[config.mk]
export PLATFORM = sky130hd
export DESIGN_NAME = touch_stroke_decimator
export DESIGN_NICKNAME = d
export VERILOG_FILES = /design/src/rtl/tsd_pkg.sv /design/src/rtl/touch_stroke_decimator.sv
export VERILOG_INCLUDE_DIRS = /design/src /design/src/rtl
export SDC_FILE = /design/constraint.sdc
export NUM_CORES = 2
export LEC_CHECK = 0
export BUFFER_PORTS_ARGS = -buffer_cell sky130_fd_sc_hd__clkbuf_2
export CORE_MARGIN = 8
export CORE_UTILIZATION = 50
export CTS_BUF_LIST = sky130_fd_sc_hd__clkbuf_8
export DETAILED_ROUTE_END_ITERATION = 12
export PLACE_DENSITY = 0.78
export SLEW_MARGIN = 5
export SYNTH_ARGS = -nofsm -noshare
export SYNTH_HDL_FRONTEND = slang
export SYNTH_SLANG_ARGS = --single-unit
export TNS_END_PERCENT = 30
[constraint.sdc]
create_clock -name clock -period 9.43 [get_ports clock]
set_input_delay 0.4715 -clock clock [delete_from_list [all_inputs] [get_ports clock]]
set_output_delay 0.4715 -clock clock [all_outputs]
set_load 0.005 [all_outputs]
[src/rtl/touch_stroke_decimator_macros.svh]
// Assertion helpers for touch_stroke_decimator.sv. All of them sample on the
// rising edge of clock and are switched off while reset is high.
`ifndef TOUCH_STROKE_DECIMATOR_MACROS_SVH
`define TOUCH_STROKE_DECIMATOR_MACROS_SVH

// A condition that must hold at every edge.
`define TSD_ASSERT_ALWAYS(lbl, cond, msg) \
   lbl: assert property (@(posedge clock) disable iff (reset) (cond)) else $error(msg);

// A condition that must hold in the same cycle as its trigger.
`define TSD_ASSERT_IMPL(lbl, ante, cons, msg) \
   lbl: assert property (@(posedge clock) disable iff (reset) (ante) |-> (cons)) \
      else $error(msg);

// A condition that must hold in the cycle after its trigger.
`define TSD_ASSERT_NEXT(lbl, ante, cons, msg) \
   lbl: assert property (@(posedge clock) disable iff (reset) (ante) |=> (cons)) \
      else $error(msg);

`endif

[src/rtl/tsd_pkg.sv]
`default_nettype none

package tsd_pkg;

   // History depth and fixed point format of the stored points.
   localparam int HISTORY_POINTS = 32;
   localparam int FRACTION_BITS  = 8;

   // Field widths.
   localparam int COORD_W       = 8;
   localparam int MOVE_W        = 9;
   localparam int SUM_W         = 16;
   localparam int COUNT_W       = 8;
   localparam int DIST_W        = 16;
   localparam int INDEX_OUT_W   = 5;
   localparam int TOTAL_OUT_W   = 6;

   // Derived widths.
   localparam int POINT_W    = COORD_W + FRACTION_BITS;
   localparam int DIVIDEND_W = SUM_W + FRACTION_BITS;
   localparam int DIV_CNT_W  = $clog2(DIVIDEND_W + 1);
   localparam int IDX_W      = $clog2(HISTORY_POINTS);
   localparam int LEN_W      = $clog2(HISTORY_POINTS + 1);
   localparam int SQ_W       = 2 * MOVE_W;

   // Stream payload layout.
   localparam int REQ_FIELDS_W = 2 * COORD_W + 2 * MOVE_W;
   localparam int REQ_DATA_W   = ((REQ_FIELDS_W + 7) / 8) * 8;
   localparam int RSP_FIELDS_W = 1 + 2 * COORD_W + INDEX_OUT_W + TOTAL_OUT_W;
   localparam int RSP_DATA_W   = ((RSP_FIELDS_W + 7) / 8) * 8;
   localparam int RSP_PAD_W    = RSP_DATA_W - RSP_FIELDS_W;

   // Square root: the sum of two squares of a 9-bit magnitude is at most
   // 2**17, so the digit-pair search starts at 2**16.
   localparam logic [SQ_W-1:0] ROOT_START = SQ_W'(1) << (SQ_W - 2);

   // Group divisor growth after each halving of the history.
   localparam logic [COUNT_W:0]   DIVISOR_STEP = (COUNT_W + 1)'(2);
   localparam logic [COUNT_W-1:0] DIVISOR_MAX  = '1;

   // Register file.
   localparam int                CSR_ADDR_W        = 2;
   localparam int                CSR_DATA_W        = 32;
   localparam logic [CSR_ADDR_W-1:0] CSR_FIRE_DISTANCE = CSR_ADDR_W'(0);
   localparam logic [DIST_W-1:0] FIRE_DISTANCE_RESET = DIST_W'(88);

   // Action codes carried in the request tuser bit.
   localparam logic ACTION_PRESS   = 1'b0;
   localparam logic ACTION_RELEASE = 1'b1;

   // One history entry: x in the low half, y in the high half.
   typedef struct packed {
      logic [POINT_W-1:0] y;
      logic [POINT_W-1:0] x;
   } entry_type;

endpackage

`default_nettype wire

[src/rtl/touch_stroke_decimator.sv]
// Channel  Direction  Handshake               Payload
// req      in         req_tvalid/req_tready   tuser: action; tdata: x, y, move x, move y
// rsp      out        rsp_tvalid/rsp_tready   tuser: point_valid; tdata: point fields;
//                                             tlast: final result of a release
// csr      in/out     APB, pready always high fire_distance at byte address 0
//
// A pressed sample runs the square root and, when it closes a group, the
// 24-step restoring divider side by side before it returns to idle or
// appends a point. A point appended to a full history first runs a halving
// sweep through the history memory, which has one read and one write port.
// A release streams each stored point through a memory read state and an
// output load state, or gives a single status result. Reset is synchronous
// and needs no clearing pass.
// The output register lets a new request transfer while a result waits.
`default_nettype none

`include "touch_stroke_decimator_macros.svh"

module touch_stroke_decimator
   import tsd_pkg::*;
(
   input  wire                   clock,
   input  wire                   reset,

   input  wire                   req_tvalid,
   output logic                  req_tready,
   // [7:0] touch_x, [15:8] touch_y, [24:16] move_x, [33:25] move_y, rest zero
   input  wire  [REQ_DATA_W-1:0] req_tdata,
   // [0] action
   input  wire                   req_tuser,

   output logic                  rsp_tvalid,
   input  wire                   rsp_tready,
   // [0] fired, [8:1] point_x, [16:9] point_y, [21:17] point_index,
   // [27:22] point_total, rest zero
   output logic [RSP_DATA_W-1:0] rsp_tdata,
   // [0] point_valid
   output logic                  rsp_tuser,
   output logic                  rsp_tlast,

   input  wire                   csr_psel,
   input  wire                   csr_penable,
   input  wire                   csr_pwrite,
   input  wire  [CSR_ADDR_W-1:0] csr_paddr,
   input  wire  [CSR_DATA_W-1:0] csr_pwdata,
   output logic [CSR_DATA_W-1:0] csr_prdata,
   output logic                  csr_pready
);

   typedef enum logic [2:0] {
      ST_IDLE,
      ST_WORK,
      ST_HALVE,
      ST_WRITE,
      ST_REPORT,
      ST_EMIT,
      ST_LOAD
   } state_type;

   // Control and stroke state.
   state_type          state_ff;
   logic               finger_down_ff;
   logic [DIST_W-1:0]  fire_distance_ff;
   logic [LEN_W-1:0]   len_ff;
   logic [COUNT_W-1:0] divisor_ff;
   logic [SUM_W-1:0]   sum_x_ff;
   logic [SUM_W-1:0]   sum_y_ff;
   logic [COUNT_W-1:0] count_ff;
   logic [DIST_W-1:0]  dist_ff;
   logic               trig_ff;
   logic               fired_ff;

   // Square root unit.
   logic [SQ_W-1:0]    root_v_ff;
   logic [SQ_W-1:0]    root_r_ff;
   logic [SQ_W-1:0]    root_bit_ff;

   // Divider, one quotient bit per cycle for x and y side by side.
   logic [DIVIDEND_W-1:0] quo_x_ff;
   logic [DIVIDEND_W-1:0] quo_y_ff;
   logic [COUNT_W-1:0]    rem_x_ff;
   logic [COUNT_W-1:0]    rem_y_ff;
   logic [DIV_CNT_W-1:0]  div_cnt_ff;

   // Halving sweep and release streaming.
   logic [LEN_W-1:0]   hv_cnt_ff;
   logic               hv_pend_ff;
   logic [IDX_W-1:0]   hv_addr_ff;
   entry_type          hv_hold_ff;
   logic [IDX_W-1:0]   emit_idx_ff;

   // History memory.
   entry_type          stroke_mem_ff [HISTORY_POINTS];
   entry_type          mem_rdata_ff;
   logic               mem_we;
   logic [IDX_W-1:0]   mem_waddr;
   entry_type          mem_wdata;
   logic               mem_re;
   logic [IDX_W-1:0]   mem_raddr;

   // Output register.
   logic                   rsp_valid_ff;
   logic                   rsp_fired_ff;
   logic                   rsp_point_valid_ff;
   logic [COORD_W-1:0]     rsp_x_ff;
   logic [COORD_W-1:0]     rsp_y_ff;
   logic [INDEX_OUT_W-1:0] rsp_index_ff;
   logic [TOTAL_OUT_W-1:0] rsp_total_ff;
   logic                   rsp_last_ff;

   // Request fields.
   logic                      in_action;
   logic [COORD_W-1:0]        in_x;
   logic [COORD_W-1:0]        in_y;
   logic [MOVE_W-1:0]         in_mx;
   logic [MOVE_W-1:0]         in_my;
   logic [MOVE_W-1:0]         mag_x;
   logic [MOVE_W-1:0]         mag_y;
   logic [SQ_W-1:0]           sq_x;
   logic [SQ_W-1:0]           sq_y;
   logic [SQ_W-1:0]           sq_in;

   // Values seen by a pressed sample, after the clear of a new stroke.
   logic [LEN_W-1:0]   base_len;
   logic [COUNT_W-1:0] base_divisor;
   logic [SUM_W-1:0]   base_sum_x;
   logic [SUM_W-1:0]   base_sum_y;
   logic [COUNT_W-1:0] base_count;
   logic [DIST_W-1:0]  base_dist;
   logic [SUM_W-1:0]   sum_x_in;
   logic [SUM_W-1:0]   sum_y_in;
   logic [COUNT_W-1:0] count_in;
   logic               trig_in;

   logic               req_xfer;
   logic               rsp_free;
   logic               rsp_load;
   logic               release_fired;
   logic               history_full;
   logic               emit_last;

   logic [SQ_W-1:0]    root_trial;
   logic               root_ge;
   logic [COUNT_W:0]   div_trial_x;
   logic [COUNT_W:0]   div_trial_y;
   logic [COUNT_W:0]   div_den;
   logic               div_ge_x;
   logic               div_ge_y;
   logic [COUNT_W-1:0] rem_x_in;
   logic [COUNT_W-1:0] rem_y_in;
   logic [DIST_W:0]    dist_sum;
   logic [DIST_W-1:0]  dist_in;
   logic [COUNT_W:0]   divisor_sum;
   logic [COUNT_W-1:0] divisor_in;
   logic [POINT_W:0]   avg_x_sum;
   logic [POINT_W:0]   avg_y_sum;
   entry_type          avg_entry;
   entry_type          new_entry;

   assign in_action = req_tuser;
   assign in_x      = req_tdata[0 +: COORD_W];
   assign in_y      = req_tdata[COORD_W +: COORD_W];
   assign in_mx     = req_tdata[2 * COORD_W +: MOVE_W];
   assign in_my     = req_tdata[2 * COORD_W + MOVE_W +: MOVE_W];

   // The magnitude of the most negative move still fits the unsigned width.
   assign mag_x = in_mx[MOVE_W-1] ? (~in_mx + MOVE_W'(1)) : in_mx;
   assign mag_y = in_my[MOVE_W-1] ? (~in_my + MOVE_W'(1)) : in_my;
   assign sq_x  = {{MOVE_W{1'b0}}, mag_x} * {{MOVE_W{1'b0}}, mag_x};
   assign sq_y  = {{MOVE_W{1'b0}}, mag_y} * {{MOVE_W{1'b0}}, mag_y};
   assign sq_in = sq_x + sq_y;

   // The first pressed sample after a release starts from a cleared stroke.
   assign base_len     = finger_down_ff ? len_ff     : '0;
   assign base_divisor = finger_down_ff ? divisor_ff : COUNT_W'(1);
   assign base_sum_x   = finger_down_ff ? sum_x_ff   : '0;
   assign base_sum_y   = finger_down_ff ? sum_y_ff   : '0;
   assign base_count   = finger_down_ff ? count_ff   : '0;
   assign base_dist    = finger_down_ff ? dist_ff    : '0;

   assign sum_x_in = base_sum_x + SUM_W'(in_x);
   assign sum_y_in = base_sum_y + SUM_W'(in_y);
   assign count_in = base_count + COUNT_W'(1);
   assign trig_in  = (count_in >= base_divisor) && (count_in != '0);

   assign req_tready    = (state_ff == ST_IDLE);
   assign req_xfer      = req_tvalid && req_tready;
   assign rsp_free      = !rsp_valid_ff || rsp_tready;
   // A new result enters the output register in this cycle.
   assign rsp_load      = rsp_free && (state_ff inside {ST_REPORT, ST_LOAD});
   assign release_fired = dist_ff > fire_distance_ff;
   assign history_full  = len_ff >= LEN_W'(HISTORY_POINTS);
   assign emit_last     = (LEN_W'(emit_idx_ff) + LEN_W'(1)) == len_ff;

   // One digit pair of the square root per cycle.
   assign root_trial = root_r_ff + root_bit_ff;
   assign root_ge    = root_v_ff >= root_trial;

   // One restoring division step per cycle; the remainder stays below the
   // divisor, so the shifted trial value fits one extra bit.
   assign div_den     = {1'b0, count_ff};
   assign div_trial_x = {rem_x_ff, quo_x_ff[DIVIDEND_W-1]};
   assign div_trial_y = {rem_y_ff, quo_y_ff[DIVIDEND_W-1]};
   assign div_ge_x    = div_trial_x >= div_den;
   assign div_ge_y    = div_trial_y >= div_den;
   assign rem_x_in    = div_ge_x ? COUNT_W'(div_trial_x - div_den) : div_trial_x[COUNT_W-1:0];
   assign rem_y_in    = div_ge_y ? COUNT_W'(div_trial_y - div_den) : div_trial_y[COUNT_W-1:0];

   // Saturating updates.
   assign dist_sum    = {1'b0, dist_ff} + (DIST_W + 1)'(root_r_ff);
   assign dist_in     = dist_sum[DIST_W] ? '1 : dist_sum[DIST_W-1:0];
   assign divisor_sum = {1'b0, divisor_ff} + DIVISOR_STEP;
   assign divisor_in  = divisor_sum[COUNT_W] ? DIVISOR_MAX : divisor_sum[COUNT_W-1:0];

   // Pairwise average during the halving sweep.
   assign avg_x_sum   = {1'b0, hv_hold_ff.x} + {1'b0, mem_rdata_ff.x};
   assign avg_y_sum   = {1'b0, hv_hold_ff.y} + {1'b0, mem_rdata_ff.y};
   assign avg_entry.x = avg_x_sum[POINT_W:1];
   assign avg_entry.y = avg_y_sum[POINT_W:1];

   assign new_entry.x = quo_x_ff[POINT_W-1:0];
   assign new_entry.y = quo_y_ff[POINT_W-1:0];

   // Memory port control. During the sweep, entry k is written while entry
   // 2k+2 is read, so a write never lands on an entry still to be read.
   always_comb begin
      mem_we    = 1'b0;
      mem_waddr = '0;
      mem_wdata = '0;
      mem_re    = 1'b0;
      mem_raddr = '0;
      case (state_ff)
         ST_HALVE: begin
            mem_re    = hv_cnt_ff < LEN_W'(HISTORY_POINTS);
            mem_raddr = hv_cnt_ff[IDX_W-1:0];
            mem_we    = hv_pend_ff && hv_addr_ff[0];
            mem_waddr = hv_addr_ff >> 1;
            mem_wdata = avg_entry;
         end
         ST_WRITE: begin
            mem_we    = 1'b1;
            mem_waddr = len_ff[IDX_W-1:0];
            mem_wdata = new_entry;
         end
         ST_EMIT: begin
            mem_re    = 1'b1;
            mem_raddr = emit_idx_ff;
         end
         default: begin
         end
      endcase
   end

   always_ff @(posedge clock) begin
      if (mem_we) begin
         stroke_mem_ff[mem_waddr] <= mem_wdata;
      end
      if (mem_re) begin
         mem_rdata_ff <= stroke_mem_ff[mem_raddr];
      end
   end

   always_ff @(posedge clock) begin
      if (reset) begin
         state_ff         <= ST_IDLE;
         finger_down_ff   <= 1'b0;
         fire_distance_ff <= FIRE_DISTANCE_RESET;
         len_ff           <= '0;
         divisor_ff       <= COUNT_W'(1);
         sum_x_ff         <= '0;
         sum_y_ff         <= '0;
         count_ff         <= '0;
         dist_ff          <= '0;
         trig_ff          <= 1'b0;
         root_bit_ff      <= '0;
         div_cnt_ff       <= '0;
         hv_pend_ff       <= 1'b0;
         rsp_valid_ff     <= 1'b0;
      end else begin
         if (csr_psel && csr_penable && csr_pwrite && csr_pready &&
             csr_paddr == CSR_FIRE_DISTANCE) begin
            fire_distance_ff <= csr_pwdata[DIST_W-1:0];
         end

         if (rsp_valid_ff && rsp_tready && !rsp_load) begin
            rsp_valid_ff <= 1'b0;
         end

         case (state_ff)
            ST_IDLE: begin
               if (req_xfer) begin
                  if (in_action == ACTION_RELEASE) begin
                     // Stroke state is kept so that a later release reports it again.
                     finger_down_ff <= 1'b0;
                     fired_ff       <= release_fired;
                     emit_idx_ff    <= '0;
                     if (release_fired && len_ff != '0) begin
                        state_ff <= ST_EMIT;
                     end else begin
                        state_ff <= ST_REPORT;
                     end
                  end else begin
                     finger_down_ff <= 1'b1;
                     len_ff         <= base_len;
                     divisor_ff     <= base_divisor;
                     dist_ff        <= base_dist;
                     sum_x_ff       <= sum_x_in;
                     sum_y_ff       <= sum_y_in;
                     count_ff       <= count_in;
                     trig_ff        <= trig_in;
                     root_v_ff      <= sq_in;
                     root_r_ff      <= '0;
                     root_bit_ff    <= ROOT_START;
                     quo_x_ff       <= DIVIDEND_W'(sum_x_in) << FRACTION_BITS;
                     quo_y_ff       <= DIVIDEND_W'(sum_y_in) << FRACTION_BITS;
                     rem_x_ff       <= '0;
                     rem_y_ff       <= '0;
                     div_cnt_ff     <= trig_in ? DIV_CNT_W'(DIVIDEND_W) : '0;
                     state_ff       <= ST_WORK;
                  end
               end
            end

            ST_WORK: begin
               if (root_bit_ff != '0) begin
                  if (root_ge) begin
                     root_v_ff <= root_v_ff - root_trial;
                     root_r_ff <= (root_r_ff >> 1) + root_bit_ff;
                  end else begin
                     root_r_ff <= root_r_ff >> 1;
                  end
                  root_bit_ff <= root_bit_ff >> 2;
               end
               if (div_cnt_ff != '0) begin
                  rem_x_ff   <= rem_x_in;
                  rem_y_ff   <= rem_y_in;
                  quo_x_ff   <= {quo_x_ff[DIVIDEND_W-2:0], div_ge_x};
                  quo_y_ff   <= {quo_y_ff[DIVIDEND_W-2:0], div_ge_y};
                  div_cnt_ff <= div_cnt_ff - DIV_CNT_W'(1);
               end
               if (root_bit_ff == '0 && div_cnt_ff == '0) begin
                  dist_ff    <= dist_in;
                  hv_cnt_ff  <= '0;
                  hv_pend_ff <= 1'b0;
                  if (!trig_ff) begin
                     state_ff <= ST_IDLE;
                  end else if (history_full) begin
                     state_ff <= ST_HALVE;
                  end else begin
                     state_ff <= ST_WRITE;
                  end
               end
            end

            ST_HALVE: begin
               // Even entries wait in the hold register for their odd partner.
               hv_pend_ff <= mem_re;
               hv_addr_ff <= mem_raddr;
               if (mem_re) begin
                  hv_cnt_ff <= hv_cnt_ff + LEN_W'(1);
               end
               if (hv_pend_ff && !hv_addr_ff[0]) begin
                  hv_hold_ff <= mem_rdata_ff;
               end
               if (!mem_re && !hv_pend_ff) begin
                  len_ff     <= LEN_W'(HISTORY_POINTS / 2);
                  divisor_ff <= divisor_in;
                  state_ff   <= ST_WRITE;
               end
            end

            ST_WRITE: begin
               len_ff   <= len_ff + LEN_W'(1);
               sum_x_ff <= '0;
               sum_y_ff <= '0;
               count_ff <= '0;
               state_ff <= ST_IDLE;
            end

            ST_REPORT: begin
               if (rsp_free) begin
                  rsp_valid_ff       <= 1'b1;
                  rsp_fired_ff       <= fired_ff;
                  rsp_point_valid_ff <= 1'b0;
                  rsp_x_ff           <= '0;
                  rsp_y_ff           <= '0;
                  rsp_index_ff       <= '0;
                  rsp_total_ff       <= TOTAL_OUT_W'(len_ff);
                  rsp_last_ff        <= 1'b1;
                  state_ff           <= ST_IDLE;
               end
            end

            ST_EMIT: begin
               state_ff <= ST_LOAD;
            end

            ST_LOAD: begin
               // The read data register holds until the next read, so the
               // entry waits here for the output register to free up.
               if (rsp_free) begin
                  rsp_valid_ff       <= 1'b1;
                  rsp_fired_ff       <= 1'b1;
                  rsp_point_valid_ff <= 1'b1;
                  rsp_x_ff           <= mem_rdata_ff.x[FRACTION_BITS +: COORD_W];
                  rsp_y_ff           <= mem_rdata_ff.y[FRACTION_BITS +: COORD_W];
                  rsp_index_ff       <= INDEX_OUT_W'(emit_idx_ff);
                  rsp_total_ff       <= TOTAL_OUT_W'(len_ff);
                  rsp_last_ff        <= emit_last;
                  if (emit_last) begin
                     state_ff <= ST_IDLE;
                  end else begin
                     emit_idx_ff <= emit_idx_ff + IDX_W'(1);
                     state_ff    <= ST_EMIT;
                  end
               end
            end

            default: begin
               state_ff <= ST_IDLE;
            end
         endcase
      end
   end

   assign rsp_tvalid = rsp_valid_ff;
   assign rsp_tuser  = rsp_point_valid_ff;
   assign rsp_tlast  = rsp_last_ff;
   assign rsp_tdata  = {{RSP_PAD_W{1'b0}}, rsp_total_ff, rsp_index_ff,
                        rsp_y_ff, rsp_x_ff, rsp_fired_ff};

   assign csr_pready = 1'b1;
   assign csr_prdata = (csr_paddr == CSR_FIRE_DISTANCE) ?
                       CSR_DATA_W'(fire_distance_ff) : '0;

   `TSD_ASSERT_ALWAYS(a_len_bounded, len_ff <= LEN_W'(HISTORY_POINTS),
                      "stroke length beyond history depth")
   `TSD_ASSERT_ALWAYS(a_divisor_odd, divisor_ff[0], "group divisor lost its odd step")
   `TSD_ASSERT_IMPL(a_idle_count, state_ff == ST_IDLE, count_ff < divisor_ff,
                    "open group reached the divisor while idle")
   `TSD_ASSERT_NEXT(a_press_down, req_xfer && (in_action == ACTION_PRESS),
                    finger_down_ff && (state_ff == ST_WORK),
                    "pressed sample did not start a stroke update")

endmodule

`default_nettype wire
==> flow_metrics.py <==
metrics = {
    "yosys": {
        "synth_top_cell_by_area": "edfxtp_1",
        "synth.avg_cell_area_um2": 14.4,
        "synth_seq_cells": 1342,
        "synth_area_leaders": "edfxtp_1, mux2i_1, mux4_2",
        "yosys_warnings": 0,
        "synth-seq-area-share_pct": 61.3,
        "yosys_most_used_dff": "edfxtp_1",
        "synth_edf_count": 1235,
        "synth_cell_types": 77,
        "synthesis.area_um2": 64000,
        "syn_inst": 4433,
        "yosys.area.top_type_share_pct": 57.9,
        "async_flop_share_pct": 0,
    },
    "pwr": {
        "ir_worst_vdd_uv": 536,
        "powerDensity_nw_per_um2": 222,
        "p_leak_nw": 23.9,
    },
    "place": {
        "hpwl_um": 88400,
        "gp_congestion": 0.897,
        "pre_cts_slack_ns": 1.24,
        "dp_cells": 6095,
        "io_buffer_count": 107,
        "placed_cell_area_um2": 66600,
    },
    "global_route": {
        "use_met3_pct": 4.04,
        "grt_max_degree": 139,
        "overflow": 0,
        "gr-usage-met2_pct": 33.6,
        "busiest_layer": "met2",
        "grt_util_met1_pct": 29.0,
        "grtUsageTotal_pct": 20.9,
        "first_global_vias": 38330,
        "grt_pass1_wl_um": 227000,
        "antenna_found_initial": 2,
    },
    "drt": {
        "drtIter0Drc": 3930,
        "num_vias": 38536,
        "routed_wl_um": 150000,
        "antenna_left": 0,
        "avgViaCountPerCell": 5.92,
        "drcViolationCount": 0,
        "dr.pass1.iters": 5,
        "wl_per_cell_um": 23.1,
    },
    "timing": {
        "setup_ws_ns": 1.93,
        "drv_slew": 0,
        "worst_slew_pin_slew_ns": 1.28,
        "fin_crit_sh_pct": 79.5,
        "period_minus_slack_ns": 7.50,
        "relSlewSlack_pct": 14.8,
        "timing.hold.ws_ns": 0.114,
        "fmax_mhz": 133,
        "setup_tns_ns": 0,
        "setup_violations": 0,
        "worst_clock_skew_ns": 0.0416,
        "hold_viol_final": 0,
        "rsz0062_at_grt": "no",
    },
    "clock_tree": {
        "cts_tree": "built",
        "htree_levels": 4,
        "cts.clk_slew.worst_paths_ns": 0.06,
        "ctsResizeCount": 0,
        "cts_num_sinks": 1342,
        "clock_latency_ns": 0.90,
        "cts_root_buf": "clkbuf_8",
        "cts_buffers": 206,
        "clock_path_buffers": 3,
    },
    "die": {
        "io_pins": 151,
        "core.rowCount": 131,
        "die_y_um": 374,
        "start_util_pct": 50.3,
        "die_area_um2": 140000,
        "coreArea_um2": 127000,
        "die_x_um": 374,
    },
    "setup_path": {
        "reg2reg_slack_ns": 3.96,
        "reg2reg_depth": 14,
        "endpoint": "root_v_ff[16]$_DFFE_PP_",
        "cp-startpoint": "req_tdata[25]",
        "cp.arrival_ns": 8.22,
        "crit_path_top_delay_cell": "a221oi_1",
        "rr_startpoint": "root_r_ff[2]$_SDFFCE_PN0P_",
        "startpoint_type": "input port",
        "reg2reg_to": "root_v_ff[17]$_DFFE_PP_",
        "slowest_delay_ns": 0.58,
        "cp-end-kind": "register",
        "crit_fanout": 8,
        "crit_top_cell": "inv_1",
        "worstSetupPathType": "in2reg",
        "worstPathRequired_ns": 10.15,
    },
    "cells_and_area": {
        "final_cell_mix": "edfxtp_1, mux2i_1, inv_1",
        "drive_above_1_share_pct": 14.0,
        "layout.cells.most_common": "edfxtp_1",
        "fill_cells": 9750,
        "area_growth_pct": 10.6,
        "design_area_um2": 70800,
        "nNetsFinal": 5070,
        "layoutNonFillerInstCount": 6511,
    },
    "run_status": {
        "status": "finished clean",
    },
    "hold_path": {
        "worstHoldPathType": "in2reg",
    },
    "run": {
        "cap_violations": 0,
    },
}
==> synthesized netlist by cell type, types with 22 or more instances <==
cell type,n
dfxtp_1,107
a22o_1,44
o21a_1,22
edfxtp_1,1235
nor2_1,274
buf_4,50
ha_1,205
fa_1,105
inv_1,221
o21ai_0,141
nand3_1,62
a211oi_1,26
a221oi_2,32
clkbuf_1,95
a31oi_1,32
buf_2,27
and2_1,42
nand2_1,278
and3_1,34
xnor2_1,92
a21oi_1,176
mux2i_1,527
nand2b_1,33
nor2b_1,26
a21o_1,42
nor3_1,49
mux4_2,128
xor2_1,68
==> critical path: cells and delay by family <==
family	cells	cell delay, ns
AOI/OAI and AO/OA	7	1.55
xor gates and xnor gates	1	0.29
adders and majority gates	8	3.50
buffers and inverters	9	1.17
and+or+nand+nor	5	1.25
==> per-layer routing <==
| metal | vias up | wire length, um | share of wire, % |
|---|---|---|---|
| met5 | - | 0 | 0 |
| met4 | 0 | 4520 | 3.0 |
| met3 | 306 | 13800 | 9.1 |
| met2 | 1750 | 70100 | 47 |
| met1 | 19244 | 61900 | 41 |
| li1 | 17236 | - | - |
==> cells by family (layout without fill, tap and decap cells) <==
kind of cell,after synthesis,count (layout),share of synthesized area (%)
multiplexers,656,656,12.8
adder cells (fa/ha/maj),310,310,7.29
buffers and inverters,430,814,3.15
AND/OR/NAND/NOR,876,876,6.26
XOR/XNOR,160,160,2.19
AO/OA/AOI/OAI,657,657,7.05
flip-flops,1342,1342,61.3
other,2,34,0.0117
==> sequential cells by signal, indices dropped and copies added (netlist names), 9 cells and up <==
register,flops
fire_distance_ff,16
root_v_ff,18
dist_ff,16
stroke_mem_ff,1024
root_bit_ff,9
sum_y_ff,16
root_r_ff,18
quo_y_ff,24
hv_hold_ff,32
sum_x_ff,16
quo_x_ff,24
mem_rdata_ff,32
==> timing repair <==
| action | 4_1_cts | 5_1_grt |
|---|---|---|
| endpoints found under the hold margin | 24 | 0 |
| buffers inserted | 0 | 0 |
| hold buffers | 37 | 0 |
==> how the worst min path moves through the flow <==
stage / from / to / slack [ns] / cells after the start
2_1_floorplan: len_ff[2]$_SDFFE_PP0P_ / rsp_total_ff[2]$_DFFE_PP_ / 0.41 / 0
3_3_place_gp: divisor_ff[0]$_SDFFE_PP1P_ / divisor_ff[0]$_SDFFE_PP1P_ / 0.43 / 2
3_5_place_dp: divisor_ff[0]$_SDFFE_PP1P_ / divisor_ff[0]$_SDFFE_PP1P_ / 0.43 / 2
4_1_cts: req_tdata[7] / sum_x_ff[7]$_SDFFE_PP0P_ / 0.06 / 5
5_1_grt: req_tdata[7] / sum_x_ff[7]$_SDFFE_PP0P_ / 0.11 / 5
6_report: req_tdata[7] / sum_x_ff[7]$_SDFFE_PP0P_ / 0.11 / 5
==> final cells by class <==
class | count | area, um2 | area share [%]
repair buffers | 215 | 1490 | 2.11
multi-input cells | 2690 | 23300 | 32.9
inverters | 223 | 837 | 1.18
flip-flops and latches | 1342 | 39200 | 55.4
diodes | 3 | 7.51 | 0.0106
well taps | 1662 | 2080 | 2.94
clock buffers | 216 | 2970 | 4.20
clock inverters | 160 | 866 | 1.22
==> where the power goes <==
group          internal, mW  switching (mW)
Sequential             6.73          0.0837
Combinational          1.85            2.51
Clock                  2.25            2.27
==> per-stage QoR <==
step,power (mW),utilization [%]
floorplan,10.3,-
global placement,11.1,52.3
detailed placement,11.2,52.3
CTS,15.7,55.6
global route,16.6,55.6
finish,15.7,55.6
Power figures use the tool's default switching activity.
